## config.mk

```make
export PLATFORM = sky130hd
export DESIGN_NAME = kcs_host_write_sequencer_flat
export DESIGN_NICKNAME = d
export VERILOG_FILES = /design/src/rtl/kcshws_pkg.sv /design/src/rtl/kcshws_intf.sv /design/src/rtl/kcshws_ram.sv /design/src/rtl/kcshws_cfg.sv /design/src/rtl/kcshws_core.sv /design/src/rtl/kcs_host_write_sequencer.sv /design/src/flat_wrapper.sv
export SDC_FILE = /design/constraint.sdc
export NUM_CORES = 1
export LEC_CHECK = 0
export ABC_AREA = 1
export BUFFER_PORTS_ARGS = -buffer_cell sky130_fd_sc_hd__buf_2
export CORE_MARGIN = 1.5
export CORE_UTILIZATION = 40
export DETAILED_ROUTE_END_ITERATION = 16
export PLACE_DENSITY = 0.57
export SYNTH_ARGS = -nofsm -noshare
export SYNTH_HDL_FRONTEND = slang
export SYNTH_SLANG_ARGS = --single-unit
export TNS_END_PERCENT = 10
```

## constraint.sdc

```tcl
create_clock -name i_clk -period 8.25 [get_ports i_clk]
set_input_delay 0.4125 -clock i_clk [delete_from_list [all_inputs] [get_ports i_clk]]
set_output_delay 0.4125 -clock i_clk [all_outputs]
set_load 0.01 [all_outputs]
```

## src/rtl/kcshws_pkg.sv

```systemverilog
// kcshws_pkg: shared types and constants of the kcs host write sequencer
// no dependencies; used by kcshws_cfg, kcshws_core and the top level
`default_nettype none

package kcshws_pkg;

    // kind codes of an input word
    localparam logic [1:0] KIND_MSG    = 2'd0;
    localparam logic [1:0] KIND_STATUS = 2'd1;
    localparam logic [1:0] KIND_TICK   = 2'd2;

    // action and result codes of an output word
    localparam logic ACT_WRITE = 1'b0;
    localparam logic ACT_DONE  = 1'b1;
    localparam logic RES_OK    = 1'b0;
    localparam logic RES_FAIL  = 1'b1;

    // kcs command bytes and status bits
    localparam logic [7:0] CMD_ABORT       = 8'h60;
    localparam logic [7:0] CMD_WRITE_START = 8'h61;
    localparam logic [7:0] CMD_WRITE_END   = 8'h62;
    localparam int         STS_OBF_BIT     = 0;
    localparam int         STS_IBF_BIT     = 1;

    // register map
    localparam int         APB_AW         = 4;
    localparam logic [1:0] REG_IO_BASE    = 2'd0;
    localparam logic [1:0] REG_NETFN_LUN  = 2'd1;
    localparam logic [1:0] REG_TIMEOUT    = 2'd2;

    localparam logic [15:0] RST_IO_BASE   = 16'h0ca2;
    localparam logic [7:0]  RST_NETFN_LUN = 8'h18;
    localparam logic [15:0] RST_TIMEOUT   = 16'd50;

    typedef struct packed {
        logic [15:0] io_base_address;
        logic [7:0]  netfn_lun;
        logic [15:0] timeout_ticks;
    } t_cfg;

    typedef struct packed {
        logic [1:0] kind;
        logic [7:0] msg_byte;
        logic       msg_last;
        logic [7:0] status_value;
    } t_item;

    typedef struct packed {
        logic        action;
        logic [15:0] write_address;
        logic [7:0]  write_value;
        logic        read_before;
        logic        read_after;
        logic        result_code;
    } t_result;

endpackage

`default_nettype wire

```

## src/rtl/kcshws_intf.sv

```systemverilog
// kcshws_in_if / kcshws_out_if: valid/ready channels of the sequencer
// no dependencies
`default_nettype none

interface kcshws_in_if;
    logic       valid;
    logic       ready;
    logic [1:0] kind;
    logic [7:0] msg_byte;
    logic       msg_last;
    logic [7:0] status_value;

    modport source (output valid, kind, msg_byte, msg_last, status_value, input ready);
    modport sink   (input valid, kind, msg_byte, msg_last, status_value, output ready);
endinterface

interface kcshws_out_if;
    logic        valid;
    logic        ready;
    logic        action;
    logic [15:0] write_address;
    logic [7:0]  write_value;
    logic        read_before;
    logic        read_after;
    logic        result_code;

    modport source (output valid, action, write_address, write_value, read_before,
                    read_after, result_code, input ready);
    modport sink   (input valid, action, write_address, write_value, read_before,
                    read_after, result_code, output ready);
endinterface

`default_nettype wire

```

## src/rtl/kcshws_ram.sv

```systemverilog
// kcshws_ram: generic single-write, single-read ram with registered read data
// no dependencies
`default_nettype none

module kcshws_ram #(
    parameter int WIDTH = 8,
    parameter int DEPTH = 8
) (
    input  wire logic                                   i_clk,
    input  wire logic                                   i_wr_en,
    input  wire logic [(DEPTH > 1 ? $clog2(DEPTH) : 1)-1:0] i_wr_addr,
    input  wire logic [WIDTH-1:0]                       i_wr_data,
    input  wire logic [(DEPTH > 1 ? $clog2(DEPTH) : 1)-1:0] i_rd_addr,
    output logic      [WIDTH-1:0]                       o_rd_data
);

    logic [WIDTH-1:0] r_mem [DEPTH];

    // write port and registered read port
    always_ff @(posedge i_clk) begin
        if (i_wr_en) begin
            r_mem[i_wr_addr] <= i_wr_data;
        end
        o_rd_data <= r_mem[i_rd_addr];
    end

endmodule

`default_nettype wire

```

## src/rtl/kcshws_cfg.sv

```systemverilog
// kcshws_cfg: apb register block holding the port address, netfn/lun and timeout
// depends on kcshws_pkg
`default_nettype none

module kcshws_cfg (
    input  wire logic                          i_clk,
    input  wire logic                          i_rst_n,
    input  wire logic                          psel,
    input  wire logic                          penable,
    input  wire logic                          pwrite,
    input  wire logic [kcshws_pkg::APB_AW-1:0] paddr,
    input  wire logic [31:0]                   pwdata,
    output logic      [31:0]                   prdata,
    output logic                               pready,
    output kcshws_pkg::t_cfg                   o_cfg
);
    import kcshws_pkg::*;

    t_cfg       r_cfg;
    logic       wr_en;
    logic [1:0] reg_idx;

    assign reg_idx = paddr[3:2];
    assign wr_en   = psel && penable && pwrite;
    assign pready  = 1'b1;
    assign o_cfg   = r_cfg;

    // register writes
    always_ff @(posedge i_clk) begin
        if (!i_rst_n) begin
            r_cfg.io_base_address <= RST_IO_BASE;
            r_cfg.netfn_lun       <= RST_NETFN_LUN;
            r_cfg.timeout_ticks   <= RST_TIMEOUT;
        end else if (wr_en) begin
            unique case (reg_idx)
                REG_IO_BASE:   r_cfg.io_base_address <= pwdata[15:0];
                REG_NETFN_LUN: r_cfg.netfn_lun       <= pwdata[7:0];
                REG_TIMEOUT:   r_cfg.timeout_ticks   <= pwdata[15:0];
                default: begin
                end
            endcase
        end
    end

    // read mux
    always_comb begin
        unique case (reg_idx)
            REG_IO_BASE:   prdata = {16'd0, r_cfg.io_base_address};
            REG_NETFN_LUN: prdata = {24'd0, r_cfg.netfn_lun};
            REG_TIMEOUT:   prdata = {16'd0, r_cfg.timeout_ticks};
            default:       prdata = 32'd0;
        endcase
    end

endmodule

`default_nettype wire

```

## src/rtl/kcshws_core.sv

```systemverilog
// kcshws_core: transfer state machine, message store and per-word result logic
// depends on kcshws_pkg and kcshws_ram
`default_nettype none

module kcshws_core #(
    parameter int MAX_MESSAGE = 8
) (
    input  wire logic                 i_clk,
    input  wire logic                 i_rst_n,
    input  wire logic                 i_step,
    input  wire kcshws_pkg::t_item    i_item,
    input  wire kcshws_pkg::t_cfg     i_cfg,
    output logic                      o_produce,
    output kcshws_pkg::t_result       o_result
);
    import kcshws_pkg::*;

    localparam int AW = (MAX_MESSAGE > 1) ? $clog2(MAX_MESSAGE) : 1;
    localparam int CW = $clog2(MAX_MESSAGE + 1);
    localparam int PW = $clog2(MAX_MESSAGE + 4);

    typedef enum logic [2:0] {
        PH_IDLE,
        PH_SEND,
        PH_DONEWAIT,
        PH_REC1,
        PH_REC2
    } t_phase;

    t_phase        r_phase, n_phase;
    logic [CW-1:0] r_count, n_count, cnt_inc;
    logic [PW-1:0] r_pos, n_pos;
    logic [15:0]   r_elapsed, n_elapsed, e_new;

    logic [PW-1:0] cnt_ext, pos_inc, n_cnt_ext, rd_idx;
    logic [7:0]    rd_data;
    logic          wr_en;
    logic [15:0]   cmd_addr;
    logic [15:0]   sn_addr;
    logic [7:0]    sn_val;
    logic          sts_err, ibf_clear, obf_set, timed_out, busy_phase;
    logic          wait_fail, end_rec;

    // message store, read address follows the next state so data is ready
    kcshws_ram #(
        .WIDTH (8),
        .DEPTH (MAX_MESSAGE)
    ) u_msg_ram (
        .i_clk     (i_clk),
        .i_wr_en   (wr_en),
        .i_wr_addr (r_count[AW-1:0]),
        .i_wr_data (i_item.msg_byte),
        .i_rd_addr (rd_idx[AW-1:0]),
        .o_rd_data (rd_data)
    );

    assign n_cnt_ext = PW'(n_count);
    assign rd_idx    = (n_pos <= n_cnt_ext) ? (n_pos - PW'(2)) : (n_cnt_ext - PW'(1));

    // status decode and tick counting
    assign cmd_addr   = i_cfg.io_base_address + 16'd1;
    assign sts_err    = i_item.status_value[7] && i_item.status_value[6];
    assign ibf_clear  = !i_item.status_value[STS_IBF_BIT];
    assign obf_set    = i_item.status_value[STS_OBF_BIT];
    assign e_new      = (i_item.kind == KIND_TICK && r_elapsed != 16'hffff)
                        ? r_elapsed + 16'd1 : r_elapsed;
    assign timed_out  = e_new >= i_cfg.timeout_ticks;
    assign busy_phase = (r_phase == PH_SEND) || (r_phase == PH_DONEWAIT);

    // next byte of the write sequence
    assign cnt_ext = PW'(r_count);
    assign cnt_inc = r_count + CW'(1);
    assign pos_inc = r_pos + PW'(1);
    always_comb begin
        sn_addr = i_cfg.io_base_address;
        if (r_pos == PW'(0)) begin
            sn_addr = cmd_addr;
            sn_val  = CMD_WRITE_START;
        end else if (r_pos == PW'(1)) begin
            sn_val  = i_cfg.netfn_lun;
        end else if (r_pos <= cnt_ext) begin
            sn_val  = rd_data;
        end else if (r_pos == cnt_ext + PW'(1)) begin
            sn_addr = cmd_addr;
            sn_val  = CMD_WRITE_END;
        end else begin
            sn_val  = rd_data;
        end
    end

    // per-word state update and result
    always_comb begin
        n_phase   = r_phase;
        n_count   = r_count;
        n_pos     = r_pos;
        n_elapsed = r_elapsed;
        o_produce = 1'b0;
        o_result  = '0;
        wr_en     = 1'b0;
        wait_fail = 1'b0;
        end_rec   = 1'b0;
        if (i_step) begin
            if (r_phase == PH_IDLE) begin
                if (i_item.kind == KIND_MSG) begin
                    if (r_count < CW'(MAX_MESSAGE)) begin
                        wr_en   = 1'b1;
                        n_count = cnt_inc;
                    end
                    if (i_item.msg_last && n_count != CW'(0)) begin
                        n_phase   = PH_SEND;
                        n_pos     = '0;
                        n_elapsed = '0;
                    end
                end
            end else begin
                case (i_item.kind)
                    KIND_STATUS: begin
                        if (sts_err) begin
                            wait_fail = 1'b1;
                        end else if (r_phase == PH_SEND && ibf_clear) begin
                            o_produce                = 1'b1;
                            o_result.action          = ACT_WRITE;
                            o_result.write_address   = sn_addr;
                            o_result.write_value     = sn_val;
                            o_result.read_after      = 1'b1;
                            n_pos                    = pos_inc;
                            if (pos_inc >= cnt_ext + PW'(3)) begin
                                n_phase = PH_DONEWAIT;
                            end
                        end else if (r_phase == PH_DONEWAIT && obf_set) begin
                            o_produce            = 1'b1;
                            o_result.action      = ACT_DONE;
                            o_result.result_code = RES_OK;
                            n_phase              = PH_IDLE;
                            n_count              = '0;
                            n_pos                = '0;
                        end else if (r_phase == PH_REC1 && ibf_clear) begin
                            o_produce              = 1'b1;
                            o_result.action        = ACT_WRITE;
                            o_result.write_address = i_cfg.io_base_address;
                            o_result.read_before   = obf_set;
                            n_phase                = PH_REC2;
                        end else if (r_phase == PH_REC2 && ibf_clear) begin
                            end_rec = 1'b1;
                        end else if (timed_out) begin
                            wait_fail = 1'b1;
                        end
                    end
                    KIND_TICK: begin
                        n_elapsed = e_new;
                        wait_fail = timed_out;
                    end
                    default: begin
                    end
                endcase
                // failed wait: abort during the transfer, else leave recovery
                if (wait_fail) begin
                    if (busy_phase) begin
                        o_produce              = 1'b1;
                        o_result.action        = ACT_WRITE;
                        o_result.write_address = cmd_addr;
                        o_result.write_value   = CMD_ABORT;
                        n_phase                = PH_REC1;
                    end else begin
                        end_rec = 1'b1;
                    end
                end
                // end of recovery: give up once timed out, else retry
                if (end_rec) begin
                    n_pos = '0;
                    if (timed_out) begin
                        o_produce            = 1'b1;
                        o_result.action      = ACT_DONE;
                        o_result.result_code = RES_FAIL;
                        n_phase              = PH_IDLE;
                        n_count              = '0;
                    end else begin
                        n_phase = PH_SEND;
                    end
                end
            end
        end
    end

    // state registers
    always_ff @(posedge i_clk) begin
        if (!i_rst_n) begin
            r_phase   <= PH_IDLE;
            r_count   <= '0;
            r_pos     <= '0;
            r_elapsed <= '0;
        end else begin
            r_phase   <= n_phase;
            r_count   <= n_count;
            r_pos     <= n_pos;
            r_elapsed <= n_elapsed;
        end
    end

endmodule

`default_nettype wire

```

## src/rtl/kcs_host_write_sequencer.sv

```systemverilog
// kcs_host_write_sequencer: top level with input register, core and result register
// depends on kcshws_pkg, kcshws_intf, kcshws_cfg, kcshws_core, kcshws_ram
//
//   channel   dir   handshake       payload
//   in_ch     in    valid/ready     kind, msg_byte, msg_last, status_value
//   out_ch    out   valid/ready     action, write_address, write_value,
//                                   read_before, read_after, result_code
//   apb       in    psel/penable    paddr, pwdata, prdata (pready tied high)
//
// one word per cycle unless out_ch stalls: a word is held in the input register, is
// handled by the core state machine and any result lands in the result register.
// the message store read is prefetched from the next state, so its data is ready in time.
// synchronous active-low reset clears the state machine and both valid flags.
// a full result register that is not taken stalls the input register and then in_ch.
`default_nettype none

module kcs_host_write_sequencer #(
    parameter int MAX_MESSAGE = 8
) (
    input  wire logic                          i_clk,
    input  wire logic                          i_rst_n,
    kcshws_in_if.sink                          in_ch,
    kcshws_out_if.source                       out_ch,
    input  wire logic                          psel,
    input  wire logic                          penable,
    input  wire logic                          pwrite,
    input  wire logic [kcshws_pkg::APB_AW-1:0] paddr,
    input  wire logic [31:0]                   pwdata,
    output logic      [31:0]                   prdata,
    output logic                               pready
);
    import kcshws_pkg::*;

    t_cfg    cfg;
    t_item   r_in;
    logic    r_in_valid;
    t_result r_out, core_res;
    logic    r_out_valid;
    logic    advance, core_produce;

    kcshws_cfg u_cfg (
        .i_clk   (i_clk),
        .i_rst_n (i_rst_n),
        .psel    (psel),
        .penable (penable),
        .pwrite  (pwrite),
        .paddr   (paddr),
        .pwdata  (pwdata),
        .prdata  (prdata),
        .pready  (pready),
        .o_cfg   (cfg)
    );

    // the held word moves on when the result register is free or being drained
    assign advance     = r_in_valid && (!r_out_valid || out_ch.ready);
    assign in_ch.ready = !r_in_valid || advance;

    // input register
    always_ff @(posedge i_clk) begin
        if (!i_rst_n) begin
            r_in_valid <= 1'b0;
        end else if (in_ch.valid && in_ch.ready) begin
            r_in_valid <= 1'b1;
        end else if (advance) begin
            r_in_valid <= 1'b0;
        end
        if (in_ch.valid && in_ch.ready) begin
            r_in.kind         <= in_ch.kind;
            r_in.msg_byte     <= in_ch.msg_byte;
            r_in.msg_last     <= in_ch.msg_last;
            r_in.status_value <= in_ch.status_value;
        end
    end

    kcshws_core #(
        .MAX_MESSAGE (MAX_MESSAGE)
    ) u_core (
        .i_clk     (i_clk),
        .i_rst_n   (i_rst_n),
        .i_step    (advance),
        .i_item    (r_in),
        .i_cfg     (cfg),
        .o_produce (core_produce),
        .o_result  (core_res)
    );

    // result register
    always_ff @(posedge i_clk) begin
        if (!i_rst_n) begin
            r_out_valid <= 1'b0;
        end else if (advance) begin
            r_out_valid <= core_produce;
        end else if (out_ch.ready) begin
            r_out_valid <= 1'b0;
        end
        if (advance && core_produce) begin
            r_out <= core_res;
        end
    end

    assign out_ch.valid         = r_out_valid;
    assign out_ch.action        = r_out.action;
    assign out_ch.write_address = r_out.write_address;
    assign out_ch.write_value   = r_out.write_value;
    assign out_ch.read_before   = r_out.read_before;
    assign out_ch.read_after    = r_out.read_after;
    assign out_ch.result_code   = r_out.result_code;

    // checks
    a_finish_clean: assert property (@(posedge i_clk) disable iff (!i_rst_n)
        out_ch.valid && out_ch.action == ACT_DONE |->
            out_ch.write_address == 16'd0 && out_ch.write_value == 8'd0 &&
            !out_ch.read_before && !out_ch.read_after)
        else $error("finish word carries write fields");

    a_flush_zero: assert property (@(posedge i_clk) disable iff (!i_rst_n)
        out_ch.valid && out_ch.read_before |->
            out_ch.write_value == 8'd0 && !out_ch.read_after &&
            out_ch.action == ACT_WRITE)
        else $error("flush write is not a plain zero data write");

    a_stall_cause: assert property (@(posedge i_clk) disable iff (!i_rst_n)
        !in_ch.ready |-> r_in_valid && r_out_valid && !out_ch.ready)
        else $error("input stalled without a stalled result");

endmodule

`default_nettype wire
```

## src/flat_wrapper.sv

```systemverilog
// flat-port wrapper written by rule: the top's interface ports become plain ports
module kcs_host_write_sequencer_flat import kcshws_pkg::*;
#(
    parameter int MAX_MESSAGE = 8
)
  (i_clk, i_rst_n, psel, penable, pwrite, paddr, pwdata, prdata, pready, in_ch_valid, in_ch_kind, in_ch_msg_byte, in_ch_msg_last, in_ch_status_value, in_ch_ready, out_ch_valid, out_ch_action, out_ch_write_address, out_ch_write_value, out_ch_read_before, out_ch_read_after, out_ch_result_code, out_ch_ready);
  kcshws_in_if in_ch_i ();
  kcshws_out_if out_ch_i ();
  input  wire logic i_clk;
  input  wire logic i_rst_n;
  input  wire logic psel;
  input  wire logic penable;
  input  wire logic pwrite;
  input  wire logic [kcshws_pkg::APB_AW-1:0] paddr;
  input  wire logic [31:0] pwdata;
  output logic      [31:0] prdata;
  output logic pready;
  input wire logic [$bits(in_ch_i.valid)-1:0] in_ch_valid;
  input wire logic [$bits(in_ch_i.kind)-1:0] in_ch_kind;
  input wire logic [$bits(in_ch_i.msg_byte)-1:0] in_ch_msg_byte;
  input wire logic [$bits(in_ch_i.msg_last)-1:0] in_ch_msg_last;
  input wire logic [$bits(in_ch_i.status_value)-1:0] in_ch_status_value;
  output wire logic [$bits(in_ch_i.ready)-1:0] in_ch_ready;
  output wire logic [$bits(out_ch_i.valid)-1:0] out_ch_valid;
  output wire logic [$bits(out_ch_i.action)-1:0] out_ch_action;
  output wire logic [$bits(out_ch_i.write_address)-1:0] out_ch_write_address;
  output wire logic [$bits(out_ch_i.write_value)-1:0] out_ch_write_value;
  output wire logic [$bits(out_ch_i.read_before)-1:0] out_ch_read_before;
  output wire logic [$bits(out_ch_i.read_after)-1:0] out_ch_read_after;
  output wire logic [$bits(out_ch_i.result_code)-1:0] out_ch_result_code;
  input wire logic [$bits(out_ch_i.ready)-1:0] out_ch_ready;
  assign in_ch_i.valid = in_ch_valid;
  assign in_ch_i.kind = in_ch_kind;
  assign in_ch_i.msg_byte = in_ch_msg_byte;
  assign in_ch_i.msg_last = in_ch_msg_last;
  assign in_ch_i.status_value = in_ch_status_value;
  assign in_ch_ready = in_ch_i.ready;
  assign out_ch_valid = out_ch_i.valid;
  assign out_ch_action = out_ch_i.action;
  assign out_ch_write_address = out_ch_i.write_address;
  assign out_ch_write_value = out_ch_i.write_value;
  assign out_ch_read_before = out_ch_i.read_before;
  assign out_ch_read_after = out_ch_i.read_after;
  assign out_ch_result_code = out_ch_i.result_code;
  assign out_ch_i.ready = out_ch_ready;
  kcs_host_write_sequencer #(.MAX_MESSAGE(MAX_MESSAGE)) u_core (.i_clk(i_clk), .i_rst_n(i_rst_n), .in_ch(in_ch_i), .out_ch(out_ch_i), .psel(psel), .penable(penable), .pwrite(pwrite), .paddr(paddr), .pwdata(pwdata), .prdata(prdata), .pready(pready));
endmodule
```

== After elaboration in Yosys (flattened, before gate mapping) ==
Memory sizes are Yosys's and may differ from the RTL's. A register that Yosys moved wholly into a read port is not among the register bits.
Index checks and enable logic that the tools add are counted.

* Bits in registers: 116
* Memory bits (writable): 64
* Bits of input ports: 62
* Output and inout bits: 63
* Word-level logic and storage cells: 189
* Memories: 1

{| class="wikitable"
|+ Memories
! memory !! depth !! bits a word !! read ports !! clocked after Yosys merged registers in !! wr ports !! RTL line !! text
|-
| u_core.u_core.u_msg_ram.r_mem || 8 || 8 || 1 || 1 || 1 || kcshws_ram.sv:17 || <nowiki>logic [WIDTH-1:0] r_mem [DEPTH];</nowiki>
|}

* Add/sub/neg operators: 7
* Magnitude comparators: 5
* Equal/unequal tests: 13
* Multiplexer cells: 107
* Bitwise logic cells: 3
* Reductions and logical operators: 34

{| class="wikitable"
|+ Operators with widths
! kind !! count
|-
| $mux 16 || 11
|-
| $mux 4 || 22
|-
| $mux 28 || 2
|-
| $mux 25 || 2
|-
| $mux 1 || 49
|-
| $pmux 16 s3 || 1
|-
| $mux 8 || 5
|-
| $mux 3 || 13
|-
| $add 16x1->16 const B || 2
|-
| $mux 17 || 1
|-
| $ge 16x16->1 || 1
|-
| $ne 16x16->1 const B || 1
|-
| $logic_and 1x1->1 || 12
|-
| $add 4x1->4 const B || 2
|-
| $le 4x4->1 || 2
|-
| $reduce_or 7->1 || 1
|-
| $eq 3x2->1 const B || 2
|-
| $reduce_and 2->1 || 3
|-
| $reduce_bool 2->1 || 3
|-
| $add 4x2->4 const B || 1
|-
| $eq 2x1->1 const B || 2
|-
| $eq 2x2->1 const B || 2
|-
| $eq 4x1->1 const B || 1
|-
| $eq 4x4->1 || 1
|-
| other kinds (19) || 27
|}

== Depth between registers and ports, before layout ==
Gate-level depths: netlist of the first run.

* Depth after elaboration: 21
* Depth in mapped cells: 39
* Gate-level depth less buffers: 38

== Cells and area by module ==
Synthesis of the first run repeated with hierarchy kept, for this count alone.

* Cells, all modules: 1287
* Area total of the unflattened synthesis: 10568.9 µm²

{| class="wikitable"
|+ By module, submodules not included
! module !! instances !! cells an instance !! area each (µm²) !! sequential area each (µm²)
|-
| kcshws_core || 1 || 622 || 3980.1 || 540.5
|-
| kcshws_ram || 1 || 303 || 3050.4 || 2082.0
|-
| kcshws_cfg || 1 || 298 || 2019.4 || 800.8
|-
| kcs_host_write_sequencer || 1 || 64 || 1519.0 || 1451.4
|}

== Worst setup path before layout of the first run ==
OpenSTA, ideal clock, no wires.

* Path kind: register to register
* Start: register u_core.u_core.r_elapsed[0]
* End: register u_core.u_core.u_msg_ram.o_rd_data[4] (read register of u_core.u_core.u_msg_ram.r_mem)
* Library setup time: 0.112 ns
* Data arrival time: 4.577 ns
* Data required time: 8.138 ns
* Setup slack: 3.561 ns
* Cell stages (with the launch flop): 34
* Path buffers: 1
* Clock period less this slack: 4.689 ns
* Cells stage by stage: dfxtp_1 > ha_1 > nand3_1 > nor4_1 > a31oi_2 > nand4_1 > nand3b_1 > nand3b_1 > xnor2_1 > ha_1 > a21oi_1 > o21ai_0 > a21oi_1 > nand2_1 > nand2_1 > nand2_1 > nand3_1 > nand2_2 > nor2_4 > inv_1 > or2_2 > nand2_1 > ha_1 > a21oi_1 > o21ai_0 > o31ai_1 > inv_1 > o21ai_4 > inv_2 > buf_6 > nand3_1 > nand2_1 > nand2_1 > nand2_1

* Longest elaborated chain between the ends: 21
* Elaborated cells on any way between the ends: 28
* Those cells by class: add/sub (3); order compare (2); eq/ne (1); mux (21); reduce/logical (1)

{| class="wikitable"
|+ Ends and longest elaborated chain
! item !! RTL line !! text
|-
| from (decl) || kcshws_core.sv:33 || <nowiki>logic [15:0] r_elapsed, n_elapsed, e_new;</nowiki>
|-
| from (signal assigned) || kcshws_core.sv:196 || <nowiki>r_elapsed <= n_elapsed;</nowiki>
|-
| parallel branches: the longest is 2 deep, another holds $add 16x1->16 || - ||
|-
| $mux 16 (*) || kcshws_core.sv:66 || <nowiki>? r_elapsed + 16'd1 : r_elapsed;</nowiki>
|-
| $ge 16x16->1 (*) || kcshws_core.sv:67 || <nowiki>assign timed_out = e_new >= i_cfg.timeout_ticks;</nowiki>
|-
| $mux 1 || kcshws_core.sv:145 || <nowiki>end else if (timed_out) begin</nowiki>
|-
| $mux 1 || kcshws_core.sv:143 || <nowiki>end else if (r_phase == PH_REC2 && ibf_clear) begin</nowiki>
|-
| $mux 1 || kcshws_core.sv:137 || <nowiki>end else if (r_phase == PH_REC1 && ibf_clear) begin</nowiki>
|-
| $mux 1 || kcshws_core.sv:130 || <nowiki>end else if (r_phase == PH_DONEWAIT && obf_set) begin</nowiki>
|-
| $mux 1 || kcshws_core.sv:120 || <nowiki>end else if (r_phase == PH_SEND && ibf_clear) begin</nowiki>
|-
| (+5 left out) || - ||
|-
| $mux 1 (*) || kcshws_core.sv:103 || <nowiki>if (r_phase == PH_IDLE) begin</nowiki>
|-
| $mux 1 (*) || kcshws_core.sv:102 || <nowiki>if (i_step) begin</nowiki>
|-
| $mux 4 (*) || kcshws_core.sv:169 || <nowiki>if (end_rec) begin</nowiki>
|-
| $mux 4 (*) || kcshws_core.sv:103 ||
|-
| $mux 4 (*) || kcshws_core.sv:102 ||
|-
| net u_core.u_core.n_pos[3] || kcshws_core.sv:32 || <nowiki>logic [PW-1:0] r_pos, n_pos;</nowiki>
|-
| $le 4x4->1 (*) || kcshws_core.sv:58 || <nowiki>assign rd_idx = (n_pos <= n_cnt_ext) ? (n_pos - PW'(2)) : (n_cnt_ext - PW'(1));</nowiki>
|-
| $mux 3 (*) || kcshws_core.sv:58 ||
|-
| to (decl) || kcshws_ram.sv:14 || <nowiki>output logic [WIDTH-1:0] o_rd_data</nowiki>
|}

Mark *: on every way through the listed nets, which the timed path passes. The select of a mux whose other input is x is not followed.
A chain may end at the register's enable or synchronous reset.

== Worst setup path in the final report of the first run ==
* Start: register u_core.r_in[17] (netlist name)
* End: register u_core.u_core.u_msg_ram.o_rd_data[4] (read register of u_core.u_core.u_msg_ram.r_mem)

* Longest elaborated chain between the ends: 21
* Elaborated cells on any way between the ends: 35
* Those cells by class: add/sub (2); order compare (2); eq/ne (2); mux (27); reduce/logical (2)

{| class="wikitable"
|+ Ends and longest elaborated chain
! item !! RTL line !! text
|-
| from (decl) || kcs_host_write_sequencer.sv:35 || <nowiki>t_item r_in;</nowiki>
|-
| $eq 2x2->1 || kcshws_core.sv:65, kcshws_core.sv:116 ||
|-
| $logic_and 1x1->1 || kcshws_core.sv:65 || <nowiki>assign e_new = (i_item.kind == KIND_TICK && r_elapsed != 16'hffff)</nowiki>
|-
| $mux 16 || kcshws_core.sv:66 ||
|-
| $ge 16x16->1 || kcshws_core.sv:67 ||
|-
| $mux 1 || kcshws_core.sv:145 ||
|-
| $mux 1 || kcshws_core.sv:143 ||
|-
| $mux 1 || kcshws_core.sv:137 ||
|-
| $mux 1 || kcshws_core.sv:130 ||
|-
| (+5 left out) || - ||
|-
| $mux 1 || kcshws_core.sv:157 || <nowiki>if (wait_fail) begin</nowiki>
|-
| $mux 1 || kcshws_core.sv:103 ||
|-
| $mux 1 || kcshws_core.sv:102 ||
|-
| $mux 4 || kcshws_core.sv:169 ||
|-
| $mux 4 || kcshws_core.sv:103 ||
|-
| $mux 4 || kcshws_core.sv:102 ||
|-
| $le 4x4->1, or another cell as far along || kcshws_core.sv:58 ||
|-
| $mux 3 (*) || kcshws_core.sv:58 ||
|}

Mark *: on every way between the ends. The rest lies on a longest branch, timed or not. The select of a mux whose other input is x is not followed.

==> results.md, run 1 <==
* Status: finished, final reports clean
* Worst setup path category: register to register
* Max-slew violations at 0
* DP HPWL at roughly 18000 um
* Top cell by count, worst path: nand2_1
* Top_reg_cell synth: edfxtp_1
* Worst setup EP type: register
* Critical-path top delay cell: nand2_4
* Routed Wire Length at between 20000 and 25000 um
* # DRC at 0
* PortBufs at 85
* PD cells at approximately 200 nW/um^2
* Clock Skews at roughly 0.016 ns
* Root Driver: clkbuf_16
* Vias in the first global route at approximately 7300
* Die area at roughly 26000 sq um
* DR WL/cell at between 15 and 20 um
* Via Count at roughly 7900
* Starting Density at 0.405
* Worst slew margin at 0.194
* Combinational power share at 0.130
* Core ar. at between 20000 and 25000 sq um
* # IOs at roughly 130
* VDD IR max at roughly 0.00011 V
* CP max FO at 33
* Placed Area at 10500 sq um
* Fin crit period at between 6 and 7 ns
* CP Data Required Time at approximately 8.6 ns
* Slew of the pin with the lowest slew margin at roughly 1.2 ns
* Worst setup margin at between 2 and 2.5 ns
* Area Growth Syn to Fin at 13.1%
* Post-synth EDFFs at 107
* Cells after synthesis at around 1200
* Antenna cells at 0
* CTS sink cnt at 184
* Post-synthesis sequential area ratio at 0.484
* YS warnings at 0
* DR iter-0 viols at a little under 600
* Fillers at roughly 2400
* Flop and latch count out of synthesis at about 180
* Syn avg cell area at ~8.3 sq um
* Post-CTS Resized at 0
* Die X at about 160 um
* Clk_lat worst skew at between 0.4 and 0.5 ns
* Design Area, Final at ~11000 sq um
* Share of layout cells above drive strength 1 at 0.128
* H-tree Lvls at 4
* Post-route ant nets at 0
* Total gr overflow at 0
* Mapped cell area at roughly 10000 sq um
* Internal power at roughly 1.6 mW
* Die Span Y at approximately 160 um
* Setup WS pre-CTS at approximately 2.1 ns
* First-pass GRT wire length at 38800 um
* Hold_buf cts at 0
* Nets at approximately 1400
* Setup_tns at 0 ns
* Cell row count at 57
* Worst Path Arrival at between 6 and 7 ns
* Placer Congestion at slightly above 0.9
* Sequential power share at 0.468
* Via density at 4.98
* Period Utilization, post-route at 0.758
* CP startpoint kind: register
* Fin Hold WS at between 0.1 and 0.15 ns
* Synth cell types at 53
* CTS tree: built
* Reg-to-reg startpoint: u_core.r_in[17]
* Synth async-reset ratio at 0
* Final Hold Vio Count at 0
* RSZ-0062 raised after global routing: no
* CP max stage delay at 0.48 ns
* Clock power frac at 0.401
* HP Class: input port to register
* CTS max path bufs at 2
* First-pass DRT Iterations at 7
* Psw at about 0.63 mW
* CTS clk-pin slew, worst paths at 0.08 ns
* Total CTS buffers at 17
* FMAX at 0.160 GHz
* Worst Setup SP: u_core.r_in[17]
* Setup Fix Bufs, Post-CTS at 0
* Min-delay src: in_ch_msg_byte[1]
* Max-cap viol count at 0
* Final setup viols at 0
* Largest net degree at the start of global routing at 44
* Static Leak at between 4 and 5 nW
* Total GRT Usage at 0.195
* Sw frac at 0.287
* Pwr Total at about 2.2 mW
* Initial antenna violation count at 0
[final timing paths]
check,endpoint,slack (ns),cells after the start
worst max-delay path,u_core.u_core.u_msg_ram.o_rd_data[4],2.00,35
worst max register to register,u_core.u_core.u_msg_ram.o_rd_data[4],2.00,35
worst min-delay path,u_core.r_in[10],0.14,1
worst min register to register,u_core.u_cfg.o_cfg[15],0.50,2
[final cells by class]
cell class / count / area (sq um) / share of cell area
clock buffer: 17 / 425 / 0.0383
sequential: 184 / 4750 / 0.428
timing repair buffer: 95 / 500 / 0.0450
clock inverter: 15 / 219 / 0.0197
multi-input combinational: 775 / 4140 / 0.372
inverter: 179 / 672 / 0.0604
tap: 324 / 405 / 0.0365
[metal layers]
metal,up-vias,track usage,wire [um]
met4,0,0.0540,250
met3,16,0.0338,1320
li1,4048,-,-
met2,236,0.294,10600
met1,3608,0.288,12400
met5,-,0,0
[kinds of logic after synthesis]
| family | count (synthesis) | share of synthesized area |
|---|---|---|
| AOI/OAI and AO/OA | 210 | 0.123 |
| xor gates and xnor gates | 29 | 0.0258 |
| adders and majority gates | 40 | 0.0509 |
| buffers and inverters | 234 | 0.101 |
| DFF | 184 | 0.484 |
| muxes | 1 | 0.00102 |
| other | 2 | 0.000764 |
| and+or+nand+nor | 478 | 0.214 |
[registers in the layout, indices dropped and copies added, names as in the netlist, 4 cells and up]
| name | count |
|---|---|
| u_core.out_ch.write_address | 16 |
| u_core.out_ch.write_value | 8 |
| u_core.u_core.r_elapsed | 16 |
| u_core.r_in | 15 |
| u_core.u_core.u_msg_ram.r_mem | 64 |
| u_core.u_core.r_pos | 4 |
| u_core.u_core.u_msg_ram.o_rd_data | 8 |
| u_core.u_core.cnt_ext | 4 |
| u_core.u_cfg.o_cfg | 40 |
[through the flow]
step	std cells	util
floorplan	1193	-
global placement	1557	0.432
detailed placement	1557	0.432
CTS	1589	0.459
global route	1589	0.459
finish	1589	0.459
[Yosys cell counts, types with 13 or more instances]
library cell,number,share of area
ha_1,40,0.051
nor3_1,13,0.0066
a21oi_1,77,0.039
clkbuf_1,22,0.0084
buf_4,19,0.015
o21ai_0,73,0.037
dfxtp_1,77,0.16
inv_1,168,0.064
o22ai_1,14,0.0089
nand3_1,100,0.051
nand2_1,245,0.094
xor2_1,23,0.020
o211ai_1,13,0.0099
nor2_1,76,0.029
edfxtp_1,107,0.33
[worst max-delay path: cells and delay by family (launching register included)]
kind | cells | cell delay (ns)
simple gates | 20 | 2.95
flops | 1 | 0.39
xor+xnor | 1 | 0.28
buf+inv | 5 | 0.63
fa+ha+maj | 3 | 0.81
compound gates | 6 | 1.02
[power groups by stage]
stage / combinational (mW) / clock (mW) / sequential, mW
2_1_floorplan: 0.226 / 0 / 1.04
3_3_place_gp: 0.282 / 0 / 1.05
3_5_place_dp: 0.285 / 0 / 1.05
4_1_cts: 0.286 / 0.896 / 1.03
5_1_grt: 0.323 / 0.932 / 1.03
6_report: 0.286 / 0.880 / 1.03
[placed cells by master (no fill, tap or decap), drive strengths merged, types with 2 or more instances in the layout]
cell    synthesis  layout
nand2         255     255
inv           174     182
edfxtp        107     107
nand3         101     101
buf            33      95
nor2           80      80
o21ai          80      80
a21oi          77      77
dfxtp          77      77
ha             40      40
xor2           23      23
conb            2      17
clkbuf         22      17
nor3           15      15
o22ai          14      14
o211ai         13      13
o221ai         10      10
nand4          10      10
clkinv          5      10
nor4            8       8
xnor2           6       6
or2             6       6
a31oi           3       3
nand3b          2       2
o31ai           2       2
a32o            2       2
bufinv          0       2
Power figures use the tool's default switching activity.
==> inputs of run 2 (changes only) <==
clock period = 6.5 ns   (was 8.25 ns; I/O delays follow)
==> run 2 against run 1 <==
Net effect:
- combinational power increased by 29%
- die area unchanged
- sequential share of layout area about the same
- via count increased by 1.2%
- clock-buffer cell count unchanged
- clock power increased by 20%
- register-to-register slack got worse by 1.4 ns
- setup slack got worse by 1.4 ns
- critical endpoint unchanged
- highest routed layer unchanged
==> results.md, run 2 (synthesis gave the netlist of run 1 again) <==
* Slew of the pin with the lowest slew margin at 1.18 ns (was 1.20 ns)
* # DRC at 0 (unchanged)
* CTS max path bufs at 2 (unchanged)
* Worst Path Arrival at 6.18 ns (was 6.57 ns)
* Die Span Y at 160 um (unchanged)
* Share of layout cells above drive strength 1 at 0.129 (was 0.128)
* Initial antenna violation count at 0 (unchanged)
* FMAX at 0.171 GHz (was 0.160 GHz)
* Worst setup EP type: register (unchanged)
* Number of flip-flops in the largest register at 64 (unchanged)
* Starting Density at 0.405 (unchanged)
* Reg-to-reg startpoint: u_core.r_in[17] (unchanged)
* Critical Path End: u_core.u_core.u_msg_ram.o_rd_data[4] (unchanged)
* Worst Setup SP: u_core.r_in[17] (unchanged)
* Pwr Total at 2.73 mW (was 2.19 mW)
* Reg2Reg Depth at 35 (unchanged)
* Status: finished, final reports clean (unchanged)
* Post-route ant nets at 0 (unchanged)
* Die X at 160 um (unchanged)
* Clock Skews at 0.0188 ns (was 0.0162 ns)
* Reg-to-reg endpoint: u_core.u_core.u_msg_ram.o_rd_data[4] (unchanged)
* Most common cell after layout, fill and taps aside: nand2_1 (unchanged)
* Max-slew violations at 0 (unchanged)
* CP startpoint kind: register (unchanged)
* PD cells at 246 nW/um^2 (was 197 nW/um^2)
* Fin crit period at 5.86 ns (was 6.25 ns)
* Biggest register: u_core.u_core.u_msg_ram.r_mem (unchanged)
* HP Class: input port to register (unchanged)
* Area Growth Syn to Fin at 13.0% (was 13.1%)
* Clk_lat worst skew at 0.45 ns (was 0.44 ns)
* Placed Area at 10500 sq um (about the same)
* Final setup viols at 0 (unchanged)
* Design Area, Final at 11100 sq um (about the same)
* Setup_tns at 0 ns (unchanged)
* CTS sink cnt at 184 (unchanged)
* Final Hold Vio Count at 0 (unchanged)
* First-pass DRT Iterations at 8 (was 7)
* H-tree Lvls at 4 (unchanged)
* Cell row count at 57 (unchanged)
* Hold_buf cts at 0 (unchanged)
* First-pass GRT wire length at 39100 um (was 38800 um)
* Most frequent cells in the layout: 245 x nand2_1, 168 x inv_1, 107 x edfxtp_1 (unchanged)
* DR iter-0 viols at 533 (was 578)
* Via density at 5.03 (was 4.98)
* RSZ-0062 raised after global routing: no (unchanged)
* DP HPWL at 17700 um (was 17600 um)
* Total CTS buffers at 17 (unchanged)
* CTS clk-pin slew, worst paths at 0.08 ns (about the same)
* Setup Fix Bufs, Post-CTS at 0 (unchanged)
* Core ar. at 24200 sq um (unchanged)
* Nets at 1356 (was 1354)
* Antenna cells at 0 (unchanged)
* Total gr overflow at 0 (unchanged)
* Root Driver: clkbuf_16 (unchanged)
* Period Utilization, post-route at 0.902 (was 0.758)
* DR WL/cell at 15.5 um (about the same)
* Placer Congestion at 0.938 (was 0.935)
* Total GRT Usage at 0.197 (was 0.195)
* Worst setup path category: register to register (unchanged)
* Via Count at 8000 (was 7908)
* Levels on crit path at 35 (unchanged)
* Largest delay share family, worst path: simple AND/OR/NAND/NOR gates (unchanged)
* Largest net degree at the start of global routing at 44 (unchanged)
* Top cell by count, worst path: nand2_1 (unchanged)
* Worst path bufs/invs at 5 (unchanged)
* Static Leak at 4.83 nW (was 4.84 nW)
* Vias in the first global route at 7236 (was 7292)
* PortBufs at 85 (unchanged)
* CP max FO at 32 (was 33)
* Post-CTS Resized at 0 (unchanged)
* Critical-path top delay cell: edfxtp_1 (was nand2_4)
* CTS tree: built (unchanged)
* Max-cap viol count at 0 (unchanged)
* CP Data Required Time at 6.81 ns (was 8.57 ns)
* CP max stage delay at 0.40 ns (was 0.48 ns)
* Worst slew margin at 0.209 (was 0.194)
* Flop2flop setup slack at 0.64 ns (was 2.00 ns)
* Die area at 25500 sq um (unchanged)
* VDD IR max at 0.000142 V (was 0.000107 V)
* Fin Hold WS at 0.0459 ns (was 0.139 ns)
* Fillers at 2415 (was 2395)
* # IOs at 125 (unchanged)
* Routed Wire Length at 24600 um (about the same)
## run 2: cell count changes in the layout (fill, tap and decap cells not counted)
cell	change
bufinv_16	-2
clkinv_8	+1
buf_4	+2
inv_12	+1
clkinv_4	+1
inv_6	-1
## run 2: cell type report
cell class,instances,area (sq um),share of cell area
clock buffers,17,425,0.0383
flip-flops and latches,184,4750,0.428
well taps,324,405,0.0365
multi-input cells,775,4140,0.373
clock inverters,15,191,0.0172
repair buffers,97,515,0.0464
inverters,179,672,0.0605
## run 2: how the worst min path moves through the flow
| stage | start | end | cells after the start |
|---|---|---|---|
| 2_1_floorplan | in_ch_status_value[0] | u_core.r_in[0] | 0 |
| 3_3_place_gp | u_core.u_core.r_elapsed[14] | u_core.u_core.r_elapsed[14] | 2 |
| 3_5_place_dp | u_core.u_core.r_elapsed[14] | u_core.u_core.r_elapsed[14] | 2 |
| 4_1_cts | in_ch_msg_byte[1] | u_core.r_in[10] | 1 |
| 5_1_grt | in_ch_msg_byte[1] | u_core.r_in[10] | 1 |
| 6_report | in_ch_msg_byte[2] | u_core.r_in[11] | 1 |
## run 2: power by group
| group | switching [mW] | internal (mW) | total, mW |
|---|---|---|---|
| logic | 0.253 | 0.116 | 0.370 |
| registers | 0.0304 | 1.27 | 1.30 |
| clock network | 0.530 | 0.528 | 1.06 |
| total | 0.813 | 1.92 | 2.73 |
## run 2: metal layers
layer | track usage | part of all wire | vias up
met1 | 0.293 | 0.49 | 3665
met3 | 0.0314 | 0.065 | 18
met5 | 0 | 0 | -
met2 | 0.294 | 0.43 | 264
met4 | 0.0575 | 0.014 | 0
li1 | - | - | 4053
## run 2: metrics by stage
| step | util | worst slack (ns) | cells |
|---|---|---|---|
| after floorplan | - | 1.81 | 1193 |
| after CTS | 0.458 | 0.618 | 1591 |
| after global routing | 0.458 | 0.00690 | 1591 |
| after global placement | 0.433 | 0.698 | 1559 |
| final | 0.458 | 0.635 | 1591 |
| after detailed placement | 0.433 | 0.644 | 1559 |
